===== src/sv/sensor_event_byte_deframer_unit_macros.svh =====
// assertion macros for the sensor event byte deframer
`ifndef SENSOR_EVENT_BYTE_DEFRAMER_UNIT_MACROS_SVH
`define SENSOR_EVENT_BYTE_DEFRAMER_UNIT_MACROS_SVH

// same-cycle implication, disabled during reset
`define SEBD_ASSERT_NOW(label, clk, rst, ante, cons, msg) \
  label: assert property (@(posedge clk) disable iff (rst) (ante) |-> (cons)) \
    else $error(msg);

// next-cycle implication, disabled during reset
`define SEBD_ASSERT_NEXT(label, clk, rst, ante, cons, msg) \
  label: assert property (@(posedge clk) disable iff (rst) (ante) |=> (cons)) \
    else $error(msg);

`endif


===== src/sv/sebd_pkg.sv =====
// shared types, constants and helpers for the sensor event byte deframer
package sebd_pkg;

  typedef logic [2:0] pos_t;
  typedef logic [1:0] mode_t;

  // byte positions within one event
  localparam pos_t POS_ROW   = 3'd0;
  localparam pos_t POS_COL   = 3'd1;
  localparam pos_t POS_STAMP = 3'd2;
  localparam pos_t POS_MAX   = 3'd5;

  // timestamp modes
  localparam mode_t MODE_NONE = 2'd0;
  localparam mode_t MODE_TS16 = 2'd1;
  localparam mode_t MODE_TS24 = 2'd2;
  localparam mode_t MODE_TS32 = 2'd3;

  localparam mode_t MODE_RESET = MODE_TS24;

  typedef struct packed {
    logic [6:0]  pixel_x;
    logic [6:0]  pixel_y;
    logic        polarity;
    logic [31:0] event_time;
  } event_t;

  typedef struct packed {
    logic   fire;
    event_t evt;
  } step_t;

  // number of timestamp bytes for a mode
  function automatic pos_t stamp_bytes(input mode_t mode);
    pos_t n;
    unique case (mode)
      MODE_NONE: n = 3'd0;
      MODE_TS16: n = 3'd2;
      MODE_TS24: n = 3'd3;
      MODE_TS32: n = 3'd4;
      default:   n = 3'd0;
    endcase
    return n;
  endfunction

endpackage


===== src/sv/sensor_event_byte_deframer_unit.sv =====
// top level of the sensor event byte deframer
// Rebuilds address events from a serial event-camera byte stream. Each event
// is a row byte 0yyyyyyy, a byte pxxxxxxx carrying column and polarity, then
// 0, 2, 3 or 4 big-endian timestamp bytes chosen by timestamp_mode (reset 2,
// 24-bit). A row byte with its high bit set is dropped; no other byte is
// checked. One event transaction leaves on the last byte of each event. The
// block takes one byte per clock unless it stalls: a byte is captured in an
// input register, stepped through the framing logic once the result register
// can take it and, on the event's last byte, written into the result register
// at the end of that step. The result register frees itself in the same
// cycle its transaction is taken, so a full stream runs at one byte a
// cycle whenever the consumer does not stall. The mode register is read on
// every byte, so it must only be written while no byte is in flight; the
// mode channel is always ready.
module sensor_event_byte_deframer_unit (
  input  logic        clk,
  input  logic        rst,
  // byte channel
  input  logic        byte_valid,
  output logic        byte_stall,
  input  logic [7:0]  data_byte,
  // event channel
  output logic        event_valid,
  input  logic        event_stall,
  output logic [6:0]  pixel_x,
  output logic [6:0]  pixel_y,
  output logic        polarity,
  output logic [31:0] event_time,
  // mode register write channel
  input  logic        mode_valid,
  output logic        mode_ready,
  input  logic [1:0]  timestamp_mode
);
  import sebd_pkg::*;

  `include "sensor_event_byte_deframer_unit_macros.svh"

  mode_t  mode;
  logic   q_valid;
  logic [7:0] q_byte;
  logic   res_free;
  logic   step_en;
  step_t  step;
  pos_t   position;
  event_t held_evt;

  // mode register, written whenever the channel offers data
  assign mode_ready = 1'b1;

  always_ff @(posedge clk) begin
    if (rst) begin
      mode <= MODE_RESET;
    end else if (mode_valid && mode_ready) begin
      mode <= timestamp_mode;
    end
  end

  sebd_in_stage u_in (
    .clk        (clk),
    .rst        (rst),
    .byte_valid (byte_valid),
    .data_byte  (data_byte),
    .res_free   (res_free),
    .byte_stall (byte_stall),
    .q_valid    (q_valid),
    .q_byte     (q_byte)
  );

  // a captured byte steps the framer once the result register can take it
  assign step_en = q_valid && res_free;

  sebd_frame_core u_core (
    .clk      (clk),
    .rst      (rst),
    .step_en  (step_en),
    .q_byte   (q_byte),
    .mode     (mode),
    .step     (step),
    .position (position)
  );

  sebd_out_stage u_out (
    .clk         (clk),
    .rst         (rst),
    .load        (step_en && step.fire),
    .evt         (step.evt),
    .event_stall (event_stall),
    .event_valid (event_valid),
    .res_free    (res_free),
    .held_evt    (held_evt)
  );

  assign pixel_x    = held_evt.pixel_x;
  assign pixel_y    = held_evt.pixel_y;
  assign polarity   = held_evt.polarity;
  assign event_time = held_evt.event_time;

  // framer position stays within the longest event
  `SEBD_ASSERT_NOW(a_pos_range, clk, rst, 1'b1, position <= POS_MAX,
    "byte position past last timestamp byte")

  // input only stalls with a byte held
  `SEBD_ASSERT_NOW(a_stall_full, clk, rst, byte_stall, q_valid,
    "byte stall without a captured byte")

  // a finishing byte always yields a pending event
  `SEBD_ASSERT_NEXT(a_fire_loads, clk, rst, step_en && step.fire, event_valid,
    "finished event not registered")

  // no event appears without a finishing byte
  `SEBD_ASSERT_NEXT(a_no_phantom, clk, rst, !event_valid && !(step_en && step.fire),
    !event_valid, "event appeared without a finishing byte")

endmodule


===== src/sv/sebd_in_stage.sv =====
// input register for incoming link bytes
module sebd_in_stage (
  input  logic       clk,
  input  logic       rst,
  input  logic       byte_valid,
  input  logic [7:0] data_byte,
  input  logic       res_free,
  output logic       byte_stall,
  output logic       q_valid,
  output logic [7:0] q_byte
);
  import sebd_pkg::*;

  logic take;

  // hold while the loaded byte cannot move on
  assign byte_stall = q_valid && !res_free;
  assign take       = byte_valid && !byte_stall;

  always_ff @(posedge clk) begin
    if (rst) begin
      q_valid <= 1'b0;
    end else if (take) begin
      q_valid <= 1'b1;
    end else if (res_free) begin
      q_valid <= 1'b0;
    end
  end

  always_ff @(posedge clk) begin
    if (take) begin
      q_byte <= data_byte;
    end
  end

endmodule


===== src/sv/sebd_frame_core.sv =====
// framing state and per-byte event assembly
module sebd_frame_core (
  input  logic                clk,
  input  logic                rst,
  input  logic                step_en,
  input  logic [7:0]          q_byte,
  input  sebd_pkg::mode_t     mode,
  output sebd_pkg::step_t     step,
  output sebd_pkg::pos_t      position
);
  import sebd_pkg::*;

  logic [6:0]  held_row;
  logic [7:0]  held_column_polarity;
  logic [31:0] time_accumulator;

  pos_t        position_next;
  logic [6:0]  held_row_next;
  logic [7:0]  held_column_polarity_next;
  logic [31:0] time_accumulator_next;

  pos_t        n_bytes;
  pos_t        last_pos;
  logic [31:0] acc_shift;

  assign n_bytes   = stamp_bytes(mode);
  assign last_pos  = n_bytes + 3'd1;
  assign acc_shift = {time_accumulator[23:0], q_byte};

  always_comb begin
    position_next             = position;
    held_row_next             = held_row;
    held_column_polarity_next = held_column_polarity;
    time_accumulator_next     = time_accumulator;
    step.fire                 = 1'b0;
    step.evt.pixel_x          = held_column_polarity[6:0];
    step.evt.pixel_y          = held_row;
    step.evt.polarity         = held_column_polarity[7];
    step.evt.event_time       = '0;
    case (position)
      POS_ROW: begin
        // only the row byte is checked for a clear high bit
        if (!q_byte[7]) begin
          held_row_next = q_byte[6:0];
          position_next = POS_COL;
        end
      end
      POS_COL: begin
        held_column_polarity_next = q_byte;
        time_accumulator_next     = '0;
        if (n_bytes == 3'd0) begin
          step.fire         = 1'b1;
          step.evt.pixel_x  = q_byte[6:0];
          step.evt.polarity = q_byte[7];
          position_next     = POS_ROW;
        end else begin
          position_next = POS_STAMP;
        end
      end
      default: begin
        time_accumulator_next = acc_shift;
        if (position >= last_pos) begin
          step.fire           = 1'b1;
          step.evt.event_time = (n_bytes == 3'd0) ? 32'd0 : acc_shift;
          position_next       = POS_ROW;
        end else begin
          position_next = position + 3'd1;
        end
      end
    endcase
  end

  always_ff @(posedge clk) begin
    if (rst) begin
      position <= POS_ROW;
    end else if (step_en) begin
      position <= position_next;
    end
  end

  always_ff @(posedge clk) begin
    if (step_en) begin
      held_row             <= held_row_next;
      held_column_polarity <= held_column_polarity_next;
      time_accumulator     <= time_accumulator_next;
    end
  end

endmodule


===== src/sv/sebd_out_stage.sv =====
// result register toward the event consumer
module sebd_out_stage (
  input  logic                clk,
  input  logic                rst,
  input  logic                load,
  input  sebd_pkg::event_t    evt,
  input  logic                event_stall,
  output logic                event_valid,
  output logic                res_free,
  output sebd_pkg::event_t    held_evt
);
  import sebd_pkg::*;

  // free when empty or emptying this cycle
  assign res_free = !event_valid || !event_stall;

  always_ff @(posedge clk) begin
    if (rst) begin
      event_valid <= 1'b0;
    end else if (load) begin
      event_valid <= 1'b1;
    end else if (res_free) begin
      event_valid <= 1'b0;
    end
  end

  always_ff @(posedge clk) begin
    if (load) begin
      held_evt <= evt;
    end
  end

endmodule

===== config.mk =====
export PLATFORM = sky130hd
export DESIGN_NAME = sensor_event_byte_deframer_unit
export DESIGN_NICKNAME = d
export VERILOG_FILES = /design/src/sv/sebd_pkg.sv /design/src/sv/sensor_event_byte_deframer_unit.sv /design/src/sv/sebd_in_stage.sv /design/src/sv/sebd_frame_core.sv /design/src/sv/sebd_out_stage.sv
export VERILOG_INCLUDE_DIRS = /design/src /design/src/sv
export SDC_FILE = /design/constraint.sdc
export NUM_CORES = 1
export LEC_CHECK = 0
export BUFFER_PORTS_ARGS = -buffer_cell sky130_fd_sc_hd__buf_2
export CAP_MARGIN = 0
export CORE_AREA = 2 2 87 89
export DETAILED_ROUTE_END_ITERATION = 16
export DIE_AREA = 0 0 89 91
export PLACE_DENSITY = 0.77
export SLEW_MARGIN = 20
export SYNTH_ARGS = -nofsm -noshare
export SYNTH_HDL_FRONTEND = slang
export SYNTH_SLANG_ARGS = --single-unit
export TNS_END_PERCENT = 100

===== constraint.sdc =====
create_clock -name clk -period 3.98 [get_ports clk]
set_input_delay 0.597 -clock clk [delete_from_list [all_inputs] [get_ports clk]]
set_output_delay 0.597 -clock clk [all_outputs]
set_load 0.05 [all_outputs]

==> results.py <==
metrics = {
    "worst_setup_path": {
        "critPathSlowestCell": "nor3_4",
        "rrSetupSlack_ps": 1210,
        "crit_path_max_fanout": 47,
        "cp.arrival_ps": 2750,
        "critPathCaptureType": "flip-flop",
        "max_stage_delay_ps": 590,
        "path_class": "reg2reg",
        "worstSetupStartpointType": "flip-flop",
        "critPathRequiredTime_ps": 3960,
        "crit_chain": "inv_1 > ha_1 > nand2b_1 > nor3_4 > a21oi_1 > nor2_4 > buf_4",
    },
    "floorplanning": {
        "rows": 31,
        "io_pins": 65,
        "die_y_um": 91,
        "dieArea_mm2": 0.008099,
        "core-area_mm2": 0.007137,
        "initial_core_util_pct": 53.61,
        "die-width_um": 89,
    },
    "synth": {
        "ys_seq_area_share_pct": 77.44,
        "ys_top_cells_by_area": "edfxtp_1, and2_1, dfxtp_1",
        "synth_top_area_share_pct": 73.77,
        "synthCells": 225,
        "yosys-top-cells-count": "edfxtp_1, and2_1, mux2_2",
        "synth.cell_area_mm2": 0.003826,
        "yosys.cell_count.top_type": "edfxtp_1",
        "yosysWarnings": 0,
        "ys_seq_elements": 101,
        "yosysTopAreaCell": "edfxtp_1",
        "syn-num-nets": 246,
        "async_flop_share_pct": 0,
        "ys_types": 35,
        "synthFlopType": "edfxtp_1",
        "synth_edf_count": 94,
        "avgSynthCellArea_um2": 17.01,
    },
    "power": {
        "clockPowerShare_pct": 30.5,
        "seqPwrFrac_pct": 63.7,
        "power_density_mw_per_mm2": 426.8,
        "power.internal_mw": 1.455,
        "p_leak_nw": 1.645,
        "p_sw_mw": 0.4314,
        "swShare_pct": 22.87,
        "ir_drop_uv": 371.1,
        "combPwrFrac_pct": 5.8,
    },
    "global_route": {
        "track_usage_pct": 14.25,
        "grt_max_degree": 48,
        "grt-ovfl-total": 0,
        "grt_pass1_vias": 1831,
        "grt_pass1_wl_um": 8652,
        "antenna_found_initial": 0,
    },
    "timing": {
        "period_share_pct": 69.58,
        "finalSetupViolCount": 0,
        "fin_setup_tns_ps": 0,
        "period_needed_ps": 2769,
        "slew_violations": 0,
        "fin_skew_ps": 8.095,
        "rsz0062_at_grt": "false",
        "fmax_mhz": 361.1,
        "max-slew-margin-rel_pct": 31.41,
        "hold_viol_final": 0,
        "worst-slew-pin-transition_ps": 1027,
        "setup_slack_ps": 1211,
    },
    "flow_run": {
        "maxCapViolCount": 0,
    },
    "cells_and_area": {
        "drive_gt1_share_pct": 34.23,
        "diodes": 0,
        "area_growth_pct": 15.53,
        "nFillCells": 563,
        "nNetsFinal": 314,
    },
    "clock_tree": {
        "holdBufCountCts": 0,
        "cts_root_buf": "clkbuf_8",
        "clock_path_buffers": 2,
        "ctsResizeCount": 0,
        "cts_made_buffers": 9,
        "clock_sinks": 101,
        "cts_max_level": 3,
        "post_cts_buffers": 0,
        "clk_pin_slew_ps": 100,
        "clk_latency_ps": 340,
        "cts_tree": "built",
    },
    "detailed_routing": {
        "first_iter_violations": 86,
        "wl_um": 5563,
        "dr.pass1.iters": 4,
        "routed_via_density": 4.846,
        "route.detailed.drc": 0,
        "wl_per_cell_um": 14.01,
        "vias": 1924,
        "detail-route-antenna-nets": 0,
    },
    "place": {
        "dp_slack_ps": 1230,
        "hpwl_um": 3634,
        "place.gp.congestion": 0.7900,
        "port_buffers": 63,
    },
    "outcome": {
        "status": "finished, final reports clean",
    },
    "worst_hold_path": {
        "hp-class": "in2reg",
    },
}
[state kept, by name (all words and copies together) (netlist names)]
register                     flops
u_out.event_valid                1
u_core.held_column_polarity      8
u_out.held_evt                  47
mode                             2
u_in.q_byte                      8
u_in.q_valid                     1
u_core.position                  3
u_core.held_row                  7
u_core.time_accumulator         24
[per-stage QoR]
step	area (µm²)	total power, mW	hold slack, ps	instances	util (%)
floorplan	3826	1.306	400.3	225	-
global placement	4242	1.331	401.9	381	59.43
detailed placement	4242	1.336	406.1	381	59.43
CTS	4415	1.893	407.0	397	61.87
global route	4420	1.947	399.0	397	61.94
finish	4420	1.887	420.2	397	61.94
[area by class of cell]
cell class	count	area (µm²)	share of cell area [%]
Inverter	4	15.01	0.3397
Multi-Input combinational cell	113	822.0	18.60
Sequential cell	101	2963	67.03
Tap cell	99	123.9	2.802
Clock buffer	9	123.9	2.802
Timing Repair Buffer	64	322.8	7.303
Clock inverter	7	50.05	1.132
[critical path, delay by kind of cell (launching register included)]
family / cells / cell delay (ps)
AND/OR/NAND/NOR: 3 / 1170
AO/OA/AOI/OAI: 1 / 140
flip-flops: 1 / 340
buffers and inverters: 2 / 550
adder cells (fa/ha/maj): 1 / 160
[metal layers]
metal  global-route usage (%)  vias to the layer above  part of all wire [%]
li1                         -                      950                     -
met1                    19.56                      911                    48
met2                    22.45                       59                    47
met3                    3.364                        4                   5.2
met4                    4.851                        0                  0.52
met5                        0                        -                     0
[placed cells by master, fill, tap and decap left out, types with 5 or more instances in the layout]
cell,synthesis,final
and2_2,5,5
mux2_2,8,8
buf_2,0,63
ha_1,6,6
and2_1,51,51
edfxtp_1,94,94
clkbuf_8,0,9
dfxtp_1,7,7
[final timing paths]
check,start,to,cells past startpoint
hold / removal,data_byte[6],u_in.q_byte[6]$_DFFE_PP_,1
hold reg to reg,u_core.held_row[3]$_DFFE_PP_,u_out.held_evt[36]$_DFFE_PP_,0
setup / recovery,u_core.position[1]$_SDFFE_PP0P_,u_out.held_evt[32]$_DFFE_PP_,7
setup reg to reg,u_core.position[1]$_SDFFE_PP0P_,u_out.held_evt[32]$_DFFE_PP_,7
[kinds of logic (layout without fill, tap and decap cells)]
logic type	count (synthesis)	in the layout	synth area share (%)
buffers and inverters	11	84	1.471
and+or+nand+nor	80	80	13.28
AOI/OAI and AO/OA	17	17	3.139
muxes	9	9	2.616
adders and majority gates	6	6	1.962
DFF	101	101	77.44
other	1	1	0.09801
[power groups by stage]
stage	sequential, mW	clock (mW)	combinational [mW]
floorplan	1.24	0	0.0683
global placement	1.22	0	0.107
detailed placement	1.23	0	0.110
CTS	1.20	0.581	0.111
global route	1.20	0.621	0.122
finish	1.20	0.575	0.110
(Power assumes the default switching activity.)
